File: src/hdl/vdtsc_pkg.sv
// Package for the video dot timing and scroll counter.
// Holds the timing limits, address field masks and register indexes.
// No dependencies.
`timescale 1ns / 1ps
`default_nettype none

package vdtsc_pkg;

    localparam int unsigned DotW  = 9;
    localparam int unsigned LineW = 9;
    localparam int unsigned AddrW = 15;
    localparam int unsigned FineW = 3;
    localparam int unsigned ColW  = 8;
    localparam int unsigned CfgIdxW = 3;
    localparam int unsigned CfgDataW = 15;

    localparam logic [DotW-1:0]  LAST_DOT      = 9'd340;
    localparam logic [DotW-1:0]  PIX_LAST_DOT  = 9'd256;
    localparam logic [DotW-1:0]  STEP_Y_DOT    = 9'd257;
    localparam logic [DotW-1:0]  COPY_H_DOT    = 9'd258;
    localparam logic [DotW-1:0]  COPY_V_FIRST  = 9'd281;
    localparam logic [DotW-1:0]  COPY_V_LAST   = 9'd304;
    localparam logic [DotW-1:0]  FLAG_DOT      = 9'd1;

    localparam logic [LineW-1:0] LAST_LINE     = 9'd261;
    localparam logic [LineW-1:0] VISIBLE_LINES = 9'd240;
    localparam logic [LineW-1:0] VBLANK_LINE   = 9'd241;

    localparam logic [AddrW-1:0] HORIZ_BITS    = 15'h041F;
    localparam logic [AddrW-1:0] VERT_BITS     = 15'h7BE0;
    localparam logic [AddrW-1:0] FINE_Y_ONE    = 15'h1000;
    localparam logic [4:0]       COARSE_MAX    = 5'd31;
    localparam logic [4:0]       COARSE_Y_WRAP = 5'd29;
    localparam logic [2:0]       FINE_Y_MAX    = 3'd7;

    localparam logic [CfgIdxW-1:0] CFG_BACKGROUND = 3'd0;
    localparam logic [CfgIdxW-1:0] CFG_SPRITE     = 3'd1;
    localparam logic [CfgIdxW-1:0] CFG_NMI        = 3'd2;
    localparam logic [CfgIdxW-1:0] CFG_FINE_X     = 3'd3;
    localparam logic [CfgIdxW-1:0] CFG_TEMPLATE   = 3'd4;

    typedef struct packed {
        logic [DotW-1:0]  dot_index;
        logic [LineW-1:0] line_index;
        logic             pixel_valid;
        logic [ColW-1:0]  pixel_column;
        logic [AddrW-1:0] vram_address;
        logic             vblank_status;
        logic             nmi_request;
        logic             frame_done;
        logic             odd_frame;
    } t_result;

endpackage

`default_nettype wire

File: src/hdl/video_dot_timing_scroll_counter_top.sv
// A result is registered when its request is accepted.
// Throughput: one request per cycle, set by the single output register stage;
// a request is taken whenever the output register is empty or being drained.
// Reset (synchronous, active low) clears position, address, parity, vblank,
// configuration and the output valid.
// Depends on vdtsc_pkg.
`timescale 1ns / 1ps
`default_nettype none

module video_dot_timing_scroll_counter_top (
    input  wire logic                              i_clk,
    input  wire logic                              i_rst_n,
    input  wire logic                              i_valid,
    output logic                                   o_ready,
    input  wire logic                              i_tick,
    output logic                                   o_valid,
    input  wire logic                              i_ready,
    output logic [vdtsc_pkg::DotW-1:0]             o_dot_index,
    output logic [vdtsc_pkg::LineW-1:0]            o_line_index,
    output logic                                   o_pixel_valid,
    output logic [vdtsc_pkg::ColW-1:0]             o_pixel_column,
    output logic [vdtsc_pkg::AddrW-1:0]            o_vram_address,
    output logic                                   o_vblank_status,
    output logic                                   o_nmi_request,
    output logic                                   o_frame_done,
    output logic                                   o_odd_frame,
    input  wire logic                              i_cfg_we,
    input  wire logic [vdtsc_pkg::CfgIdxW-1:0]     i_cfg_index,
    input  wire logic [vdtsc_pkg::CfgDataW-1:0]    i_cfg_data
);

    logic                              r_bg_en;
    logic                              r_spr_en;
    logic                              r_nmi_en;
    logic [vdtsc_pkg::FineW-1:0]       r_fine_x;
    logic [vdtsc_pkg::AddrW-1:0]       r_template;

    logic [vdtsc_pkg::DotW-1:0]        r_dot;
    logic [vdtsc_pkg::LineW-1:0]       r_line;
    logic [vdtsc_pkg::AddrW-1:0]       r_addr;
    logic                              r_parity;
    logic                              r_vblank;

    logic [vdtsc_pkg::DotW-1:0]        n_dot;
    logic [vdtsc_pkg::LineW-1:0]       n_line;
    logic [vdtsc_pkg::AddrW-1:0]       n_addr;
    logic                              n_parity;
    logic                              n_vblank;

    logic                              r_out_valid;
    vdtsc_pkg::t_result                r_res;
    vdtsc_pkg::t_result                n_res;

    logic                              accept;
    logic                              rend;
    logic                              visible;
    logic                              prerender;
    logic                              in_pixel;
    logic [vdtsc_pkg::DotW-1:0]        dot_m1;
    logic [vdtsc_pkg::ColW-1:0]        col;
    logic [vdtsc_pkg::FineW-1:0]       fine_sum;
    logic [vdtsc_pkg::DotW-1:0]        end_dot;
    logic [vdtsc_pkg::AddrW-1:0]       addr_cx;
    logic [vdtsc_pkg::AddrW-1:0]       addr_y;
    logic [4:0]                        cy;
    logic [4:0]                        cy_next;
    logic                              v_flip;

    assign o_ready = !r_out_valid || i_ready;
    assign accept  = i_valid && o_ready;

    // configuration registers
    always_ff @(posedge i_clk) begin
        if (!i_rst_n) begin
            r_bg_en    <= 1'b0;
            r_spr_en   <= 1'b0;
            r_nmi_en   <= 1'b0;
            r_fine_x   <= '0;
            r_template <= '0;
        end else if (i_cfg_we) begin
            unique case (i_cfg_index)
                vdtsc_pkg::CFG_BACKGROUND: r_bg_en    <= i_cfg_data[0];
                vdtsc_pkg::CFG_SPRITE:     r_spr_en   <= i_cfg_data[0];
                vdtsc_pkg::CFG_NMI:        r_nmi_en   <= i_cfg_data[0];
                vdtsc_pkg::CFG_FINE_X:     r_fine_x   <= i_cfg_data[vdtsc_pkg::FineW-1:0];
                vdtsc_pkg::CFG_TEMPLATE:   r_template <= i_cfg_data[vdtsc_pkg::AddrW-1:0];
                default: ;
            endcase
        end
    end

    assign rend      = r_bg_en && r_spr_en;
    assign visible   = r_line < vdtsc_pkg::VISIBLE_LINES;
    assign prerender = r_line == vdtsc_pkg::LAST_LINE;
    assign in_pixel  = r_dot >= vdtsc_pkg::FLAG_DOT && r_dot <= vdtsc_pkg::PIX_LAST_DOT;
    assign dot_m1    = r_dot - 9'd1;
    assign col       = dot_m1[vdtsc_pkg::ColW-1:0];
    assign fine_sum  = r_fine_x + col[2:0];
    assign end_dot   = (prerender && r_parity && rend) ? vdtsc_pkg::LAST_DOT - 9'd1
                                                       : vdtsc_pkg::LAST_DOT;

    // coarse X step
    always_comb begin
        addr_cx = r_addr + 15'd1;
        if (r_addr[4:0] == vdtsc_pkg::COARSE_MAX) begin
            addr_cx       = r_addr;
            addr_cx[4:0]  = 5'd0;
            addr_cx[10]   = !r_addr[10];
        end
    end

    // fine and coarse Y step
    always_comb begin
        cy      = r_addr[9:5];
        cy_next = cy + 5'd1;
        v_flip  = 1'b0;
        if (cy == vdtsc_pkg::COARSE_Y_WRAP) begin
            cy_next = 5'd0;
            v_flip  = 1'b1;
        end else if (cy == vdtsc_pkg::COARSE_MAX) begin
            cy_next = 5'd0;
        end
        addr_y = r_addr + vdtsc_pkg::FINE_Y_ONE;
        if (r_addr[14:12] == vdtsc_pkg::FINE_Y_MAX) begin
            addr_y        = r_addr;
            addr_y[14:12] = 3'd0;
            addr_y[9:5]   = cy_next;
            addr_y[11]    = r_addr[11] ^ v_flip;
        end
    end

    always_comb begin
        n_dot    = r_dot;
        n_line   = r_line;
        n_addr   = r_addr;
        n_parity = r_parity;
        n_vblank = r_vblank;
        n_res    = '0;
        if (i_tick) begin
            if (visible) begin
                if (in_pixel) begin
                    n_res.pixel_valid  = 1'b1;
                    n_res.pixel_column = col;
                    if (r_bg_en && fine_sum == 3'd7) begin
                        n_addr = addr_cx;
                    end
                end else if (r_dot == vdtsc_pkg::STEP_Y_DOT && r_bg_en) begin
                    n_addr = addr_y;
                end else if (r_dot == vdtsc_pkg::COPY_H_DOT && rend) begin
                    n_addr = (r_addr & ~vdtsc_pkg::HORIZ_BITS)
                           | (r_template & vdtsc_pkg::HORIZ_BITS);
                end
            end else if (prerender) begin
                if (r_dot == vdtsc_pkg::FLAG_DOT) begin
                    n_vblank = 1'b0;
                end else if (r_dot == vdtsc_pkg::COPY_H_DOT && rend) begin
                    n_addr = (r_addr & ~vdtsc_pkg::HORIZ_BITS)
                           | (r_template & vdtsc_pkg::HORIZ_BITS);
                end else if (r_dot >= vdtsc_pkg::COPY_V_FIRST
                             && r_dot <= vdtsc_pkg::COPY_V_LAST && rend) begin
                    n_addr = (r_addr & ~vdtsc_pkg::VERT_BITS)
                           | (r_template & vdtsc_pkg::VERT_BITS);
                end
            end else if (r_line == vdtsc_pkg::VBLANK_LINE && r_dot == vdtsc_pkg::FLAG_DOT) begin
                n_vblank          = 1'b1;
                n_res.nmi_request = r_nmi_en;
            end

            if (r_dot >= end_dot) begin
                n_res.frame_done = r_line == vdtsc_pkg::VISIBLE_LINES;
                n_dot            = '0;
                if (r_line >= vdtsc_pkg::LAST_LINE) begin
                    n_line   = '0;
                    n_parity = !r_parity;
                end else begin
                    n_line = r_line + 9'd1;
                end
            end else begin
                n_dot = r_dot + 9'd1;
            end
        end
        n_res.dot_index     = n_dot;
        n_res.line_index    = n_line;
        n_res.vram_address  = n_addr;
        n_res.vblank_status = n_vblank;
        n_res.odd_frame     = n_parity;
    end

    always_ff @(posedge i_clk) begin
        if (!i_rst_n) begin
            r_dot    <= '0;
            r_line   <= '0;
            r_addr   <= '0;
            r_parity <= 1'b0;
            r_vblank <= 1'b0;
        end else if (accept) begin
            r_dot    <= n_dot;
            r_line   <= n_line;
            r_addr   <= n_addr;
            r_parity <= n_parity;
            r_vblank <= n_vblank;
        end
    end

    always_ff @(posedge i_clk) begin
        if (!i_rst_n) begin
            r_out_valid <= 1'b0;
        end else if (accept) begin
            r_out_valid <= 1'b1;
        end else if (i_ready) begin
            r_out_valid <= 1'b0;
        end
    end

    always_ff @(posedge i_clk) begin
        if (accept) begin
            r_res <= n_res;
        end
    end

    assign o_valid         = r_out_valid;
    assign o_dot_index     = r_res.dot_index;
    assign o_line_index    = r_res.line_index;
    assign o_pixel_valid   = r_res.pixel_valid;
    assign o_pixel_column  = r_res.pixel_column;
    assign o_vram_address  = r_res.vram_address;
    assign o_vblank_status = r_res.vblank_status;
    assign o_nmi_request   = r_res.nmi_request;
    assign o_frame_done    = r_res.frame_done;
    assign o_odd_frame     = r_res.odd_frame;

`ifndef SYNTH
    a_nmi_with_vblank: assert property (@(posedge i_clk) disable iff (!i_rst_n)
        o_valid && o_nmi_request |-> o_vblank_status && o_line_index == vdtsc_pkg::VBLANK_LINE)
        else $error("nmi request without vblank at line 241");

    a_pixel_position: assert property (@(posedge i_clk) disable iff (!i_rst_n)
        o_valid && o_pixel_valid |-> o_line_index < vdtsc_pkg::VISIBLE_LINES
            && o_dot_index == {1'b0, o_pixel_column} + 9'd2)
        else $error("pixel column does not match dot position");

    a_frame_done_pos: assert property (@(posedge i_clk) disable iff (!i_rst_n)
        o_valid && o_frame_done |-> o_dot_index == 9'd0
            && o_line_index == vdtsc_pkg::VBLANK_LINE)
        else $error("frame done away from start of line 241");

    a_position_range: assert property (@(posedge i_clk) disable iff (!i_rst_n)
        r_dot <= vdtsc_pkg::LAST_DOT && r_line <= vdtsc_pkg::LAST_LINE)
        else $error("dot or line counter out of range");
`endif

endmodule

`default_nettype wire
File: config.mk
export PLATFORM = sky130hd
export DESIGN_NAME = video_dot_timing_scroll_counter_top
export DESIGN_NICKNAME = d
export VERILOG_FILES = /design/src/hdl/vdtsc_pkg.sv /design/src/hdl/video_dot_timing_scroll_counter_top.sv
export SDC_FILE = /design/constraint.sdc
export NUM_CORES = 1
export LEC_CHECK = 0
export BUFFER_PORTS_ARGS = -buffer_cell sky130_fd_sc_hd__clkbuf_2
export CAP_MARGIN = 10
export CORE_ASPECT_RATIO = 1.25
export CORE_MARGIN = 2
export CORE_UTILIZATION = 35
export CTS_BUF_LIST = sky130_fd_sc_hd__clkbuf_16
export CTS_CLUSTER_SIZE = 40
export DETAILED_ROUTE_END_ITERATION = 16
export PLACE_DENSITY = 0.62
export SLEW_MARGIN = 30
export SYNTH_ARGS = -nofsm -noshare
export SYNTH_HDL_FRONTEND = slang
export SYNTH_SLANG_ARGS = --single-unit
export TNS_END_PERCENT = 100
File: constraint.sdc
create_clock -name i_clk -period 3.6 [get_ports i_clk]
set_input_delay 0.18 -clock i_clk [delete_from_list [all_inputs] [get_ports i_clk]]
set_output_delay 0.18 -clock i_clk [all_outputs]
set_load 0.005 [all_outputs]
==> run metrics, run 1 <==
status=finished, final reports clean; Post-synth EDFFs=46; total of max-cap violations=0; Layout Nets=773; post-route ant nets=0; startpoint type of the worst setup path=flip-flop; Final period util=~90%; Netlist cell types=74; Setup Skew=7.88 ps; IO buf count=71; gr ovfl total=0; Place WS=around 260 ps; RSZ-0062 raised after global routing=no; I/O pin cnt=72; Die Wd=roughly 120 um; post-synth top area cell=edfxtp_1; CTS resizes=0; final hold viol count=0; CTS clock-pin slew for the worst setup and hold paths=around 70 ps; Post-synth ARST share=0%; Worst IR Drop VDD=0.173 mV; footprint of the multi-input gates=0.00312 sq mm; leakage=2.64 nW; DP HPWL=11.7 mm; vias in the first global route=4837; Crit path required time=approximately 3700 ps; PnR worst setup slack=376 ps; Total Routed Length=16.1 mm; fin crit period=3220 ps; Worst slew margin=49.9%; Initial Util=35.4%; initial antenna violation count=0; Synth Flop Type=dfxtp_1; drt pass-1 iters=5; FF+latch area=0.00252 sq mm; DR iter-0 viols=479; Syn. warnings=0; top post-synthesis cells by area=edfxtp_1 23%, dfxtp_1 19%, nand2_1 5.7%; largest net degree at the start of global routing=30; clk_lat worst skew=350 ps; PD cells=about 360 mW/mm^2; first-pass GRT wire length=25.5 mm; # hold bufs at CTS=0; f_max=310 MHz; layout cells sized above 1=roughly 17%; total CTS buffers=9; Vias/cell=~5.6; commonest cells in the netlist=90 x nand2_1, 63 x nor2_1, 57 x dfxtp_1, 46 x edfxtp_1, 38 x clkbuf_1; Hold Path Class=input port to flip-flop; via count=5317; Area growth syn-to-layout=15.4%; H-tree levels=3; GRT Total Usage=17.9%; Final TNS setup=0 ps; Slew @ Worst Pin=751 ps; Post-Syn Nets=714; flop2flop setup slack=between 300 and 400 ps; Mean Syn Cell Area=between 8 and 9 sq um; clock root buffer=clkbuf_16; Worst setup EP type=flip-flop; row count=between 50 and 60; Max Root-Sink Buffers=2; Critical Path Fanout Max=13; synthesized flop and latch total=103; count leader, synth=nand2_1; number of diodes=0; core area=0.0166 sq mm; clk sinks=103; fraction of synthesized cell area taken by the top area cell type=23.4%; Netlist Area Pre-Place=around 0.0059 sq mm; CTS tree=built; WS Path Type=flip-flop to flip-flop; Post-Synthesis Cells=672; DRC=0; die extent in y=149 um; Post-CTS Setup Inserts=0; GPL Wtd Cong=around 0.91; final setup fails=0; max-slew violations=0; post-synthesis sequential area ratio=42.8%; utilization after layout=40.9%; die area=around 0.018 sq mm; average routed wire per standard cell=between 15 and 20 um; FILL cells=1684; Worst EP arrival=3320 ps
## final timing paths
check / startpoint / to / depth (start not counted)
max: r_line[0] / o_line_index[8] / 11
min: i_cfg_data[12] / r_template[12] / 3
max reg2reg: r_line[0] / o_line_index[8] / 11
min reg2reg: r_template[2] / r_template[2] / 2
## worst max-delay path, stage by stage, from the launching register on
cell	delay, ps
dfxtp_1	460
ha_1	230
nor4bb_2	410
nand3_1	170
ha_1	340
a2111o_1	400
nand4_1	90
a31oi_1	80
o21ai_1	280
buf_4	250
nor3_1	70
o22a_1	190
## metal layers
layer	vias up	wire length, um	share of wire (%)	global-route usage, %
met3	27	644	4.0	2.64
met4	0	342	2.1	6.29
met5	-	0	0	0
met2	163	7880	49	30.3
li1	2612	-	-	-
met1	2515	7200	45	23.2
## stage by stage
step / hold slack, ps / std cells / instance area [sq um] / total power [mW]
final: 52.2 / 956 / 6800 / 2.43
after global routing: 50.8 / 956 / 6800 / 2.53
after CTS: 41.5 / 956 / 6790 / 2.47
after detailed placement: 415 / 940 / 6530 / 1.57
after global placement: 413 / 940 / 6530 / 1.57
after floorplan: 309 / 672 / 5900 / 1.46
## registers in the layout, summed over array words and instances (netlist names), 3 cells and up
signal and count:
r_line 9, o_line_index 9, r_template 15, o_pixel_column 8, o_vram_address 15, r_fine_x 3, r_dot 9, r_addr 15
o_dot_index 9
## area by class of cell
| class | instances | area share [%] |
|---|---|---|
| clock buffer | 9 | 3.31 |
| clock inverter | 7 | 0.570 |
| inverter | 23 | 1.27 |
| multi-input combinational | 501 | 45.9 |
| sequential | 103 | 37.1 |
| tap | 220 | 4.05 |
| timing repair buffer | 93 | 7.84 |
## logic make-up (layout without fill, tap and decap cells)
family,count (synthesis),after routing,synth area share [%]
AO/OA/AOI/OAI,171,171,20.5
XOR/XNOR,17,17,2.52
adder cells (fa/ha/maj),18,18,3.95
buffers and inverters,68,132,4.46
flip-flops,103,103,42.8
multiplexers,9,9,1.57
AND/OR/NAND/NOR,286,286,24.2
## where the power goes
part / internal [mW] / switching (mW)
sequential: 1.27 / 0.0250
combinational: 0.0925 / 0.158
clock: 0.464 / 0.428
## layout by cell type (no fill, tap or decap), drive strengths merged, types with 8 or more instances in the layout
cell	n
edfxtp	46
clkbuf	80
dfxtp	57
nand4	15
a21o	9
nand2b	8
inv	27
nor2	64
nand3	37
buf	22
nor3	12
and3	9
nand2	90
a31oi	16
ha	17
xor2	10
nor4	9
a21oi	37
o31ai	8
a22o	9
o21ai	28
Note: power is estimated with default switching activity, not from simulation.
==> run 2: changes to the inputs <==
- BUFFER_PORTS_ARGS: -buffer_cell sky130_fd_sc_hd__clkbuf_2 -> not set
- DONT_BUFFER_PORTS: not set -> 1
- PLACE_DENSITY: 0.62 -> 0.58
==> run 2 against run 1 <==
Clock-buffer cell count is 1 higher. Non-clock buffer count is 50 lower. Via count is 0.56% lower. Power is 7.7% higher. Die area stayed put. Critical path type unchanged. Largest power group unchanged. Worst hold slack worse by 27 ps.
==> run metrics, run 2 (same netlist as run 1, synthesis figures left out) <==
total CTS buffers=9; Final period util=91.5%; layout cells sized above 1=8.75%; fin crit period=3290 ps; Clk network pwr share=41.8%; die area=0.0179 sq mm; clk_lat worst skew=between 300 and 400 ps; Hold Path Class=input port to flip-flop; FF+latch area=roughly 0.0025 sq mm; worst reg2reg startpoint=r_line[0]; leakage=2.46 nW; RSZ-0062 raised after global routing=no; drt pass-1 iters=5; r2r endpoint=o_line_index[0]; startpoint type of the worst setup path=flip-flop; DP HPWL=12.1 mm; GRT Total Usage=19.1%; Die Wd=120 um; Total Routed Length=17.1 mm; CTS tree=built; Worst slew margin=42.8%; CP max stage cell=a21oi_1; Max Root-Sink Buffers=2; Setup Skew=10.0 ps; cell total after placement=872; DRC=0; crit-path leading delay family=compound AO/OA/AOI/OAI gates; final hold viol count=0; CP cell instances=ha_1 -> nor4bb_1 -> nand3_1 -> ha_1 -> a2111o_1 -> nand4_1 -> a31oi_1 -> o21ai_1 -> a21oi_1 -> mux2_2; post-route ant nets=0; GPL Wtd Cong=0.851; clk sinks=approximately 100; Slew @ Worst Pin=857 ps; most frequent cells in the layout=90 x nand2_1, 63 x nor2_1, 57 x dfxtp_1; WHS Endpoint=o_vram_address[7]; Crit path required time=3830 ps; DR iter-0 viols=731; flop2flop setup slack=310 ps; CTS resizes=0; number of cells on the worst hold path=1; vias in the first global route=5131; P_int=~2 mW; Worst EP arrival=3530 ps; Final TNS setup=0 ps; f_max=between 300 and 400 MHz; status=finished, final reports clean; WS Path Type=flip-flop to flip-flop; H-tree levels=3; Flop pwr share=around half; number of diodes=0; core area=0.0166 sq mm; Worst IR Drop VDD=0.234 mV; average routed wire per standard cell=18.8 um; commonest non-fill, non-tap cell in the layout=nand2_1; Vias/cell=slightly below 6; Layout Nets=between 700 and 800; row count=53; CTS clock-pin slew for the worst setup and hold paths=70 ps; die extent in y=149 um; WP buf/inv=0; P_sw=0.623 mW; Critical Path Fanout Max=7; combinational power share=8.6%; Initial Util=35.4%; area post-placement=0.00621 sq mm; clock root buffer=clkbuf_16; CP most frequent cell=ha_1; gr ovfl total=0; IO buf count=0; via count=5287; initial antenna violation count=0; Worst Min Path Start=i_tick; max-slew violations=0; Area growth syn-to-layout=13.9%; largest net degree at the start of global routing=39; switch share=23.8%; total of max-cap violations=0; PD cells=390 mW/mm^2; I/O pin cnt=between 70 and 80; FILL cells=1627; first-pass GRT wire length=27.1 mm; Worst setup EP type=flip-flop; final setup fails=0; Critical Path Max Stage Delay=around 530 ps; Finished Cell Area=0.00672 sq mm; Reg2Reg Depth=10; footprint of the multi-input gates=0.00311 sq mm; Non-Filler Instances=a little over 900
==> run 2: cell types whose count changed in the layout (fill, tap and decap cells not counted), sizes merged <==
cell,change
bufinv,+2
clkinvlp,-1
dlygate4sd3,+17
buf,+4
clkbuf,-70
inv,-2
==> run 2: what timing repair did <==
item | 4_1_cts | 5_1_grt
setup buffers | 0 | 0
endpoints found under the hold margin | 43 | 0
setup endpoints to repair | 0 | 0
hold buffers | 18 | 0
==> run 2: worst max-delay path by stage <==
stage,to,depth (start not counted),slack [ps],startpoint
floorplan,o_vram_address[7],10,150,r_dot[0]
finish,o_line_index[0],10,310,r_line[0]
global route,o_line_index[0],11,90,r_line[1]
global placement,o_line_index[0],10,370,r_line[0]
CTS,o_line_index[0],10,270,r_line[0]
detailed placement,o_line_index[0],10,290,r_line[0]
==> run 2: power groups by stage <==
stage                     Clock (mW)  Combinational (mW)  Sequential, mW
final                           1.10               0.224            1.30
after floorplan                    0               0.142            1.32
after global routing            1.16               0.245            1.31
after CTS                       1.12               0.223            1.30
after detailed placement           0               0.200            1.33
after global placement             0               0.197            1.33
==> run 2: per-stage QoR <==
step                hold WS [ps]  power (mW)  setup slack [ps]  util, %
global placement             311        1.53               368     37.3
detailed placement           320        1.53               293     37.3
CTS                         13.4        2.64               269     40.4
global route                21.5        2.71              90.1     40.3
floorplan                    309        1.46               146        -
finish                      25.4        2.62               308     40.3
==> run 2: layout make-up <==
cell class / instances / area share (%)
multi-input cells: 501 / 46.3
clock inverters: 6 / 1.21
flip-flops and latches: 103 / 37.6
repair buffers: 43 / 5.78
inverters: 23 / 1.29
clock buffers: 10 / 3.73
well taps: 220 / 4.10
==> run 2: per-layer routing <==
metal  track usage [%]  wire length [um]  vias to the layer above  part of all wire [%]
met1              23.6              7220                     2523                    42
met5                 0                 0                        -                     0
met3              3.40               951                       39                   5.6
li1                  -                 -                     2511                     -
met4              8.41               478                        0                   2.8
met2              32.6              8430                      214                    49
==> run 2: worst reg2reg max path: stages, from the launching register on <==
cell and delay (ps):
dfxtp_1 450, ha_1 230, nor4bb_1 480, nand3_1 180, ha_1 340, a2111o_1 130, nand4_1 100, a31oi_1 300
o21ai_1 180, a21oi_1 530, mux2_2 270
